**config.mk**
```make
export PLATFORM = sky130hd
export DESIGN_NAME = encoder_speed_pi_regulator
export DESIGN_NICKNAME = d
export VERILOG_FILES = /design/src/design/espi_pkg.sv /design/src/design/encoder_speed_pi_regulator.sv
export VERILOG_INCLUDE_DIRS = /design/src /design/src/design
export SDC_FILE = /design/constraint.sdc
export NUM_CORES = 1
export LEC_CHECK = 0
export BUFFER_PORTS_ARGS = -buffer_cell sky130_fd_sc_hd__buf_2
export CORE_MARGIN = 8
export CORE_UTILIZATION = 58
export CTS_CLUSTER_SIZE = 30
export DETAILED_ROUTE_END_ITERATION = 8
export PLACE_DENSITY = 0.78
export SLEW_MARGIN = 5
export SYNTH_ARGS = -nofsm -noshare
export SYNTH_HDL_FRONTEND = slang
export SYNTH_SLANG_ARGS = --single-unit
```
**constraint.sdc**
```tcl
create_clock -name clk -period 8.05 [get_ports clk]
set_input_delay 1.61 -clock clk [delete_from_list [all_inputs] [get_ports clk]]
set_output_delay 1.61 -clock clk [all_outputs]
set_load 0.02 [all_outputs]
```
**src/design/encoder_speed_pi_regulator_defines.svh**
```systemverilog
// Assertion macros shared by the encoder speed PI regulator RTL.
`ifndef ENCODER_SPEED_PI_REGULATOR_DEFINES_SVH
`define ENCODER_SPEED_PI_REGULATOR_DEFINES_SVH

// Same-cycle implication, disabled while reset is asserted.
`define ESPI_ASSERT_NOW(label, clk, rst_n, ante, cons, msg) \
  label: assert property (@(posedge clk) disable iff (!(rst_n)) (ante) |-> (cons)) \
    else $error(msg);

// Next-cycle implication, disabled while reset is asserted.
`define ESPI_ASSERT_NEXT(label, clk, rst_n, ante, cons, msg) \
  label: assert property (@(posedge clk) disable iff (!(rst_n)) (ante) |=> (cons)) \
    else $error(msg);

`endif

```
**src/design/espi_pkg.sv**
```systemverilog
// Types, constants and saturation helpers for the encoder speed PI regulator.
package espi_pkg;

  localparam int POS_W   = 12;
  localparam int SETP_W  = 21;
  localparam int ERR_W   = 22;
  localparam int DRV_W   = 22;
  localparam int GAIN_W  = 12;
  localparam int RATE_W  = 14;
  localparam int CFG_W   = 14;
  localparam int IDX_W   = 2;
  localparam int MUL_A_W = 22;
  localparam int MUL_B_W = 14;
  localparam int PROD_W  = 37;
  localparam int ACC_W   = 32;

  localparam int COUNTS_PER_TURN = 4096;
  localparam int WRAP_THRESHOLD  = 1000;
  localparam int SPEED_SHIFT     = 12;
  localparam int DRV_SHIFT       = 10;

  localparam logic [RATE_W-1:0] RATE_RESET = RATE_W'(1000);

  // Register indexes of the configuration port.
  localparam logic [IDX_W-1:0] REG_KI   = 2'd0;
  localparam logic [IDX_W-1:0] REG_KP   = 2'd1;
  localparam logic [IDX_W-1:0] REG_RATE = 2'd2;

  typedef enum logic [5:0] {
    ST_IDLE = 6'b000001,
    ST_SPD  = 6'b000010,
    ST_ERR  = 6'b000100,
    ST_IMUL = 6'b001000,
    ST_IACC = 6'b010000,
    ST_DRV  = 6'b100000
  } espi_state_t;

  // Clamp a 38-bit signed sum to the signed 32-bit range.
  function automatic logic signed [ACC_W-1:0] sat_acc(input logic signed [37:0] v);
    logic signed [37:0] hi;
    logic signed [37:0] lo;
    hi = 38'sh0_7FFF_FFFF;
    lo = -38'sh0_8000_0000;
    if (v > hi) begin
      sat_acc = ACC_W'(hi);
    end else if (v < lo) begin
      sat_acc = ACC_W'(lo);
    end else begin
      sat_acc = v[ACC_W-1:0];
    end
  endfunction

  // Clamp a 26-bit signed difference to the signed 22-bit error range.
  function automatic logic signed [ERR_W-1:0] sat_err(input logic signed [25:0] v);
    logic signed [25:0] hi;
    logic signed [25:0] lo;
    hi = 26'sd2097151;
    lo = -26'sd2097152;
    if (v > hi) begin
      sat_err = ERR_W'(hi);
    end else if (v < lo) begin
      sat_err = ERR_W'(lo);
    end else begin
      sat_err = v[ERR_W-1:0];
    end
  endfunction

endpackage

```
**src/design/encoder_speed_pi_regulator.sv**
```systemverilog
// Encoder speed estimate and PI speed regulator on one shared multiplier.
// A transaction steps through the speed, error, Ki multiply, integrator and drive states.
// The single 22x14 multiplier is used three times per transaction; a new one waits for idle.
// The input is stalled from acceptance until the result is loaded into the output register.
// Reset (rst_n low, synchronous) clears the gains, sets the sample rate to 1000,
// and zeroes the previous position and the integrator; no clearing pass is needed.
module encoder_speed_pi_regulator
  import espi_pkg::*;
(
  input  logic                     clk,
  input  logic                     rst_n,
  input  logic                     cfg_wr_en,
  input  logic [IDX_W-1:0]         cfg_index,
  input  logic [CFG_W-1:0]         cfg_wdata,
  input  logic                     in_valid,
  output logic                     in_stall,
  input  logic [POS_W-1:0]         in_encoder_position,
  input  logic signed [SETP_W-1:0] in_speed_setpoint,
  output logic                     out_valid,
  input  logic                     out_stall,
  output logic signed [ERR_W-1:0]  out_speed_error,
  output logic signed [DRV_W-1:0]  out_drive_value
);

`include "encoder_speed_pi_regulator_defines.svh"

  // Control and state registers.
  espi_state_t               state_r, state_nxt;
  logic                      out_valid_r, out_valid_nxt;
  logic [GAIN_W-1:0]         ki_r;
  logic [GAIN_W-1:0]         kp_r;
  logic [RATE_W-1:0]         rate_r;
  logic [POS_W-1:0]          prev_pos_r, prev_pos_nxt;
  logic signed [ACC_W-1:0]   integ_r, integ_nxt;

  // Datapath registers that carry one transaction through the sequence.
  logic signed [19:0]        d60_r, d60_nxt;
  logic signed [SETP_W-1:0]  setp_r, setp_nxt;
  logic signed [PROD_W-1:0]  prod_r, prod_nxt;
  logic signed [ERR_W-1:0]   err_r, err_nxt;
  logic signed [ERR_W-1:0]   out_err_r, out_err_nxt;
  logic signed [DRV_W-1:0]   out_drv_r, out_drv_nxt;

  // Shared multiplier: signed 22-bit operand times unsigned 14-bit operand.
  logic signed [MUL_A_W-1:0] mul_a;
  logic [MUL_B_W-1:0]        mul_b;
  logic signed [PROD_W-1:0]  mul_p;

  logic                      in_take;
  logic                      out_free;
  logic signed [13:0]        raw_diff;
  logic signed [13:0]        diff;
  logic signed [PROD_W-SPEED_SHIFT-1:0] speed;
  logic signed [25:0]        err_full;
  logic signed [37:0]        acc_sum;
  logic signed [ACC_W-1:0]   acc_sat;
  logic signed [ACC_W:0]     drv_round;

  assign in_stall  = (state_r != ST_IDLE);
  assign in_take   = in_valid && !in_stall;
  assign out_free  = !out_valid_r || !out_stall;
  assign out_valid = out_valid_r;
  assign out_speed_error = out_err_r;
  assign out_drive_value = out_drv_r;

  // This is the only multiplier in the block; its result always lands in prod_r.
  assign mul_p = $signed({{(PROD_W-MUL_A_W){mul_a[MUL_A_W-1]}}, mul_a})
               * $signed({{(PROD_W-MUL_B_W){1'b0}}, mul_b});

  // Position difference against the last sample, folded back by one turn across the wrap.
  assign raw_diff = $signed({2'b00, in_encoder_position}) - $signed({2'b00, prev_pos_r});
  always_comb begin
    diff = raw_diff;
    if (raw_diff > 14'(WRAP_THRESHOLD) || raw_diff < -14'(WRAP_THRESHOLD)) begin
      if (raw_diff < 0) begin
        diff = raw_diff + 14'(COUNTS_PER_TURN);
      end else begin
        diff = raw_diff - 14'(COUNTS_PER_TURN);
      end
    end
  end

  // Speed is floor(diff * 60 * rate / 4096), an arithmetic shift of the product.
  assign speed    = prod_r[PROD_W-1:SPEED_SHIFT];
  assign err_full = $signed({{5{setp_r[SETP_W-1]}}, setp_r}) - 26'(speed);

  // One adder serves both the integrator update and the drive sum.
  assign acc_sum  = $signed({{6{integ_r[ACC_W-1]}}, integ_r}) + 38'(prod_r);
  assign acc_sat  = sat_acc(acc_sum);

  // Divide by 1024 truncating toward zero: bias negative values before the shift.
  assign drv_round = $signed({acc_sat[ACC_W-1], acc_sat})
                   + (acc_sat[ACC_W-1] ? 33'sd1023 : 33'sd0);

  always_comb begin
    state_nxt     = state_r;
    out_valid_nxt = out_valid_r && out_stall;
    prev_pos_nxt  = prev_pos_r;
    integ_nxt     = integ_r;
    d60_nxt       = d60_r;
    setp_nxt      = setp_r;
    prod_nxt      = prod_r;
    err_nxt       = err_r;
    out_err_nxt   = out_err_r;
    out_drv_nxt   = out_drv_r;
    mul_a         = err_r;
    mul_b         = {{(MUL_B_W-GAIN_W){1'b0}}, ki_r};

    case (state_r)
      ST_IDLE: begin
        if (in_take) begin
          prev_pos_nxt = in_encoder_position;
          setp_nxt     = in_speed_setpoint;
          // Times 60 as 64x minus 4x.
          d60_nxt      = ($signed({{6{diff[13]}}, diff}) <<< 6)
                       - ($signed({{6{diff[13]}}, diff}) <<< 2);
          state_nxt    = ST_SPD;
        end
      end
      ST_SPD: begin
        mul_a     = {{(MUL_A_W-20){d60_r[19]}}, d60_r};
        mul_b     = rate_r;
        prod_nxt  = mul_p;
        state_nxt = ST_ERR;
      end
      ST_ERR: begin
        err_nxt   = sat_err(err_full);
        state_nxt = ST_IMUL;
      end
      ST_IMUL: begin
        mul_a     = err_r;
        mul_b     = {{(MUL_B_W-GAIN_W){1'b0}}, ki_r};
        prod_nxt  = mul_p;
        state_nxt = ST_IACC;
      end
      ST_IACC: begin
        // Integrator update and the proportional product share this cycle.
        integ_nxt = acc_sat;
        mul_a     = err_r;
        mul_b     = {{(MUL_B_W-GAIN_W){1'b0}}, kp_r};
        prod_nxt  = mul_p;
        state_nxt = ST_DRV;
      end
      ST_DRV: begin
        // Hold here until the output register is free to take the result.
        if (out_free) begin
          out_err_nxt   = err_r;
          out_drv_nxt   = drv_round[ACC_W-1:DRV_SHIFT];
          out_valid_nxt = 1'b1;
          state_nxt     = ST_IDLE;
        end
      end
      default: begin
        state_nxt = ST_IDLE;
      end
    endcase
  end

  always_ff @(posedge clk) begin
    if (!rst_n) begin
      state_r     <= ST_IDLE;
      out_valid_r <= 1'b0;
      ki_r        <= '0;
      kp_r        <= '0;
      rate_r      <= RATE_RESET;
      prev_pos_r  <= '0;
      integ_r     <= '0;
    end else begin
      state_r     <= state_nxt;
      out_valid_r <= out_valid_nxt;
      prev_pos_r  <= prev_pos_nxt;
      integ_r     <= integ_nxt;
      if (cfg_wr_en) begin
        case (cfg_index)
          REG_KI:   ki_r   <= cfg_wdata[GAIN_W-1:0];
          REG_KP:   kp_r   <= cfg_wdata[GAIN_W-1:0];
          REG_RATE: rate_r <= cfg_wdata[RATE_W-1:0];
          default:  ;
        endcase
      end
    end
  end

  always_ff @(posedge clk) begin
    d60_r     <= d60_nxt;
    setp_r    <= setp_nxt;
    prod_r    <= prod_nxt;
    err_r     <= err_nxt;
    out_err_r <= out_err_nxt;
    out_drv_r <= out_drv_nxt;
  end

  // An accepted transaction keeps the input stalled in the following cycle.
  `ESPI_ASSERT_NEXT(a_busy_after_take, clk, rst_n, in_take, in_stall,
                    "input not stalled after a transaction was accepted")

  // A new result appears only when the sequence finishes its drive step.
  `ESPI_ASSERT_NOW(a_result_from_drive, clk, rst_n, $rose(out_valid_r),
                   $past(state_r) == ST_DRV, "result valid rose outside the drive step")

  // When the drive step finds the output free, the result is posted and the input reopens.
  `ESPI_ASSERT_NEXT(a_drive_completes, clk, rst_n, (state_r == ST_DRV) && out_free,
                    out_valid_r && !in_stall, "drive step did not post its result")

endmodule

```
# Word level (Yosys, flattened, before mapping)
# Index checks and enable logic that the tools add are counted.
# W data, S select, Z words.
[word_totals]
out_inout_bits = 46
in_bits = 54
wordCells = 67
reg_bits = 233
[classes]
n_lt_le_gt_ge = 7
n_reduce_logical = 15
n_mux = 13
multipliers = 1
eq_ne = 11
n_addsub = 7
[ops]
columns = ["op", "n"]
rows = [
  ["$mux W32", 2],
  ["$mux W22", 2],
  ["$add A32 B37 Y38", 1],
  ["$gt A38 B32 Y1 const B", 1],
  ["$lt A38 B32 Y1 const B", 1],
  ["$mul A22 B15 Y37", 1],
  ["$pmux W6 S6", 1],
  ["$add A32 B11 Y32", 1],
  ["$mux W14", 2],
  ["$pmux W14 S2", 1],
  ["$gt A26 B22 Y1 const B", 1],
  ["$lt A26 B22 Y1 const B", 1],
  ["$sub A21 B25 Y26", 1],
  ["$sub A20 B16 Y20", 1],
  ["$add A13 B14 Y14 const B", 1],
  ["$sub A13 B14 Y14 const B", 1],
  ["$gt A13 B11 Y1 const B", 1],
  ["$lt A13 B1 Y1 const B", 1],
  ["$lt A13 B11 Y1 const B", 1],
  ["$sub A12 B12 Y13", 1],
  ["$mux W6", 2],
  ["$reduce_and A2 Y1", 6],
  ["$mux W10", 1],
  ["$eq A6 B1 Y1 const B", 1],
  ["other kinds (15)", 21],
]

# Depth between registers and ports, before layout
[depth]
word_depth = 6
depth_mapped = 33
mapped_depth_nobuf = 29

# Least setup slack after synthesis
# No wires, ideal clock.
[synth_path]
kind = "register to register"
startpoint = "register state_r[2]"
endpoint = "register prod_r[35], data pin"
period_less_slack_ns = 7.651
n_path_buf = 4
setup_time_ns = 0.258
stages_incl_launch_ff = 32
t_arrival_ns = 7.393
slack_ns = 0.399
t_required_ns = 7.792
path_cell_list = "dfxtp_1 nor4_1 and3b_1 clkbuf_1 clkbuf_1 clkbuf_1 clkbuf_1 nand2_1 nand2_1 nand2_1 fa_1 fa_1 inv_1 fa_1 fa_1 fa_1 inv_1 fa_1 inv_1 ha_1 a21o_1 a21oi_1 nor2b_1 o21ai_0 nand2b_1 a31oi_1 o211ai_1 nand2_1 o211ai_1 a21o_1 a21oi_1 xnor2_1"
[synth_via]
elab_chain_cells = 3
elab_cells_between_ends = 5
classes_between = "mul: 1; eq/ne: 2; mux: 2"
[synth_rtl]
columns = ["item", "line_no", "source"]
rows = [
  ["start: declaration", "encoder_speed_pi_regulator.sv:28", "espi_state_t state_r, state_nxt;"],
  ["start signal: assignment", "encoder_speed_pi_regulator.sv:169", "state_r <= state_nxt;"],
  ["$eq A6 B5 Y1 or $eq A6 B2 Y1 (tied branches)", "encoder_speed_pi_regulator.sv:109", "case (state_r)"],
  ["$pmux W14 S2 or $mux W22 (tied branches)", "encoder_speed_pi_regulator.sv:109", ""],
  ["$mul A22 B15 Y37 *", "encoder_speed_pi_regulator.sv:68", "* $signed({{(PROD_W-MUL_B_W){1'b0}}, mul_b});"],
  ["named net mul_p[35]", "encoder_speed_pi_regulator.sv:47", "logic signed [PROD_W-1:0] mul_p;"],
  ["end signal: assignment", "encoder_speed_pi_regulator.sv:187", "prod_r <= prod_nxt;"],
  ["end: declaration", "encoder_speed_pi_regulator.sv:39", "logic signed [PROD_W-1:0] prod_r, prod_nxt;"],
]
# Mark *: on every way through the listed nets, which the timed path passes. The rest lies on a longest branch.
# A chain may end at the register's enable or synchronous reset.

# Worst setup path in the final report
[layout_path]
startpoint = "register state_r[2]"
endpoint = "register prod_r[34], data pin"
# Same word-level chain as after synthesis.

==> run summary <==
In this run, the number of DRC markers left after iteration 0 of detailed routing was 1808. Setup violations remaining at the end of the flow were counted as 0. The via count of the first global-routing pass is 20280, and the max-slew violation count is 0.

The predominant post-synthesis flop cell is sky130_fd_sc_hd__edfxtp_1. The critical path startpoint category is a flop. The worst-case IR drop observed on VDD is 0.1760 mV. After synthesis, the share of flip-flops with an asynchronous set or reset is 0%. After filler insertion, the fill cell instance count of the layout stands at 3452.

The via-per-instance ratio was 5.914. The path class of the tightest hold or removal check is flop to flop. The post-synthesis mux area share was 1.841%; the number of max-capacitance violations reported was 0.

The floorplan die height works out to 222.6 um. The synthesized netlist devotes 3.539% of its cell area to XOR and XNOR gates. Number of flip-flops and latches in the synthesized netlist: 231. For this run the aggregate overflow at the end of global routing stands at 0.

Setup repair after global routing could not meet its margin everywhere. TritonCTS built the clock tree. The logs give 100 for the number of placed I/O pins and 6 for the number of optimization iterations in the first detailed-route pass. The worst path in the final design needs a cycle of 7750 ps, including I/O delays and setup.

The total DRC errors in the routed layout was 0. Capturing element type of the critical path: a flop. The run gives 25 as the number of buffers inserted during clock tree synthesis. A synthesized cell averages 8.956 um2. The most numerous cell type found on the critical path is sky130_fd_sc_hd__fa_1.

The cell count of the worst reg-to-reg path came out at 26. The highest clock rate was 0.1290 GHz. At the end of the flow, the number of nets in the layout was 3397. The count of endpoints failing hold in the final timing report was 0. The logs give 8080 ps for the arrival time at the worst endpoint and 67150 um for the final wirelength.

The logs give 2763 for the post-synthesis instance total and 0 for the number of antenna violations at the first check in global routing. The area growth from synthesis to layout is 9.183%. Clock-pin slew was measured on the worst setup and hold paths at 70 ps.

With fillers left out, the area of the finished cells amounts to 27020 um2. The total via count after detailed routing was 20260. The placement-stage cell area came out at 26080 um2. The die covers 49530 um2. The later pin in the worst-skew pair is clocked with a latency of 560 ps.

Summing the sequential cell areas from Yosys gives 24.43% of the chip area. The run finished with clean final reports. The congestion estimate from routability-driven global placement came to 0.9578. Share of the synthesized area in the top cell type: 23.70%. The leakage power of the design is 12.97 nW. After detailed routing, the average wire length per cell comes to 19.61 um. The final-layout setup total negative slack was 0 ps.

Adder-cell area share of the yosys netlist: 32.96%. On the final layout, the worst hold slack is 455.7 ps. For the pin with the worst max-slew slack, the measured transition is 973.2 ps. In this run the core area contains 75 standard-cell rows. For the level count of the clock H-tree, the log shows 1. 0 antenna diodes ended up in the layout. The TritonCTS sink count came out at 231. Leaving out fill and tap cells, the most frequent cell in the layout is sky130_fd_sc_hd__inv_1. After synthesis, the cell types taking the most area are sky130_fd_sc_hd__fa_1 (24%), sky130_fd_sc_hd__edfxtp_1 (17%), sky130_fd_sc_hd__ha_1 (9.3%).

After synthesis, the largest family of logic cells by area is adder cells. Prior to clock tree synthesis, the placed netlist has a worst setup slack of 62.57 ps. In this run the power density over the cells is 151.9 nW/um2. For the effective utilization at floorplan, the log shows 58.86%.

In this run the deepest clock path goes through 3 buffers. The count of buffers added on input and output ports is 99. The fraction of final layout cells sized beyond drive strength 1 came out at 8.801%.

The number of routed nets with antenna violations is 0, and the global-route usage over all layers is 26.63%. Worst setup path category: flop to flop. The first global-routing pass estimated 106700 um of wire. The synthesized netlist devotes 12.89% of its cell area to compound gates.

The maximum fanout count along the critical path was 10; the number of enable flip-flop cells after synthesis was 142. The final cycle utilization of the critical path was 96.27%; the number of unique standard cell types used by synthesis was 79. The core region is 42040 um2. Between clock sinks in the finished design, the worst skew comes to 25.24 ps. For this run, the slowest stage of the critical path takes 570 ps.

In the layout the commonest cells are sky130_fd_sc_hd__inv_1 (437), sky130_fd_sc_hd__nand2_1 (337), sky130_fd_sc_hd__fa_1 (292). The synthesized netlist devotes 16.36% of its cell area to simple gates. The relative slew slack was 34.44%.

The HPWL after detailed placement is 54740 um. Setup slack closes at 300.0 ps. The largest total area in the synthesized netlist belongs to sky130_fd_sc_hd__fa_1.

Entering global routing, the biggest net connects 71 pins. For this run, the share of the core covered by cells in the final layout is 64.26%. Among all stages on the critical path, the largest delay is contributed by sky130_fd_sc_hd__fa_1.

The overall die width came out at 222.6 um. In this run, post-CTS hold repair placed 0 buffers. The clock tree root buffer cell was sky130_fd_sc_hd__clkbuf_16. The required time of the critical path was 8380 ps; the yosys synthesis warning count was 0. The synthesized cell area was 24740 um2; the number of cells on the worst hold path was 2.
-- metal layers --
metal  part of all wire [%]  up-vias  global-route usage [%]  routed length (um)
met1                     41     9936                   35.11               27350
met4                    4.0        0                   9.303                2656
met5                      0        -                       0                   0
met3                    8.2      152                   4.241                5477
li1                       -     9321                       -                   -
met2                     47      847                   44.23               31670
-- sequential cells by signal (all words and copies together), names as in the netlist, 6 cells and up --
name / flops
prod_r: 37
err_r: 22
prev_pos_r: 12
ki_r: 12
state_r: 6
d60_r: 18
integ_r: 32
kp_r: 12
out_drive_value: 22
out_speed_error: 22
rate_r: 14
setp_r: 21
-- report_power, final --
group	internal, mW	switching [mW]	leakage, nW
registers	1.37	0.0882	2.03
clock network	0.640	0.511	0.390
logic	0.599	0.895	10.5
-- critical path: cells and delay by family (launching register included) --
kind	cells	cell delay, ps
compound gates	6	1630
fa+ha+maj	7	3330
buf+inv	4	330
simple gates	9	1760
flops	1	470
-- metrics by stage --
stage / std cells / total power [mW]
floorplan: 2766 / 2.527
global placement: 3374 / 2.907
detailed placement: 3374 / 2.958
CTS: 3420 / 4.109
global route: 3425 / 4.347
finish: 3425 / 4.104
-- path summary, 6_finish.rpt --
check	startpoint	slack, ps	to
setup / recovery	state_r[2]$_SDFFE_PN0P_	300	prod_r[34]$_DFFE_PP_
hold / removal	prev_pos_r[9]$_SDFFE_PN0P_	460	prev_pos_r[9]$_SDFFE_PN0P_
setup reg to reg	state_r[2]$_SDFFE_PN0P_	300	prod_r[34]$_DFFE_PP_
hold reg to reg	prev_pos_r[9]$_SDFFE_PN0P_	460	prev_pos_r[9]$_SDFFE_PN0P_
-- cell families after synthesis --
| logic type | after synthesis |
|---|---|
| buffers and inverters | 523 |
| multiplexers | 45 |
| XOR/XNOR | 100 |
| other | 1 |
| adder cells (fa/ha/maj) | 476 |
| AO/OA/AOI/OAI | 488 |
| AND/OR/NAND/NOR | 899 |
| flip-flops | 231 |
-- layout make-up --
| type | instances | area [um2] | share of cell area (%) |
|---|---|---|---|
| Clock buffer | 31 | 679.4 | 2.515 |
| Timing Repair Buffer | 156 | 982.2 | 3.635 |
| Sequential cell | 231 | 6046 | 22.38 |
| Multi-Input combinational cell | 2012 | 16850 | 62.35 |
| Clock inverter | 15 | 130.1 | 0.4816 |
| Tap cell | 539 | 674.4 | 2.496 |
| Inverter | 441 | 1659 | 6.141 |
-- repair_timing --
| item | 4_1_cts | 5_1_grt |
|---|---|---|
| setup endpoints to repair | 0 | 9 |
| setup buffers | 0 | 4 |
| gates resized for setup | 0 | 14 |
-- synth_stat cells, types with 21 or more instances --
| cell | instances |
|---|---|
| sky130_fd_sc_hd__a21o_1 | 53 |
| sky130_fd_sc_hd__fa_1 | 293 |
| sky130_fd_sc_hd__ha_1 | 183 |
| sky130_fd_sc_hd__clkbuf_1 | 76 |
| sky130_fd_sc_hd__nand3_1 | 37 |
| sky130_fd_sc_hd__nand2b_1 | 21 |
| sky130_fd_sc_hd__mux2i_1 | 43 |
| sky130_fd_sc_hd__a211oi_1 | 25 |
| sky130_fd_sc_hd__inv_1 | 440 |
| sky130_fd_sc_hd__dfxtp_1 | 89 |
| sky130_fd_sc_hd__nor2_1 | 292 |
| sky130_fd_sc_hd__o21ai_0 | 69 |
| sky130_fd_sc_hd__xnor2_1 | 70 |
| sky130_fd_sc_hd__nor3_1 | 41 |
| sky130_fd_sc_hd__a21oi_1 | 162 |
| sky130_fd_sc_hd__nor2b_1 | 22 |
| sky130_fd_sc_hd__xor2_1 | 30 |
| sky130_fd_sc_hd__nand2_1 | 338 |
| sky130_fd_sc_hd__o21a_1 | 26 |
| sky130_fd_sc_hd__edfxtp_1 | 142 |
| sky130_fd_sc_hd__and3_1 | 44 |
Power figures use the tool's default switching activity.
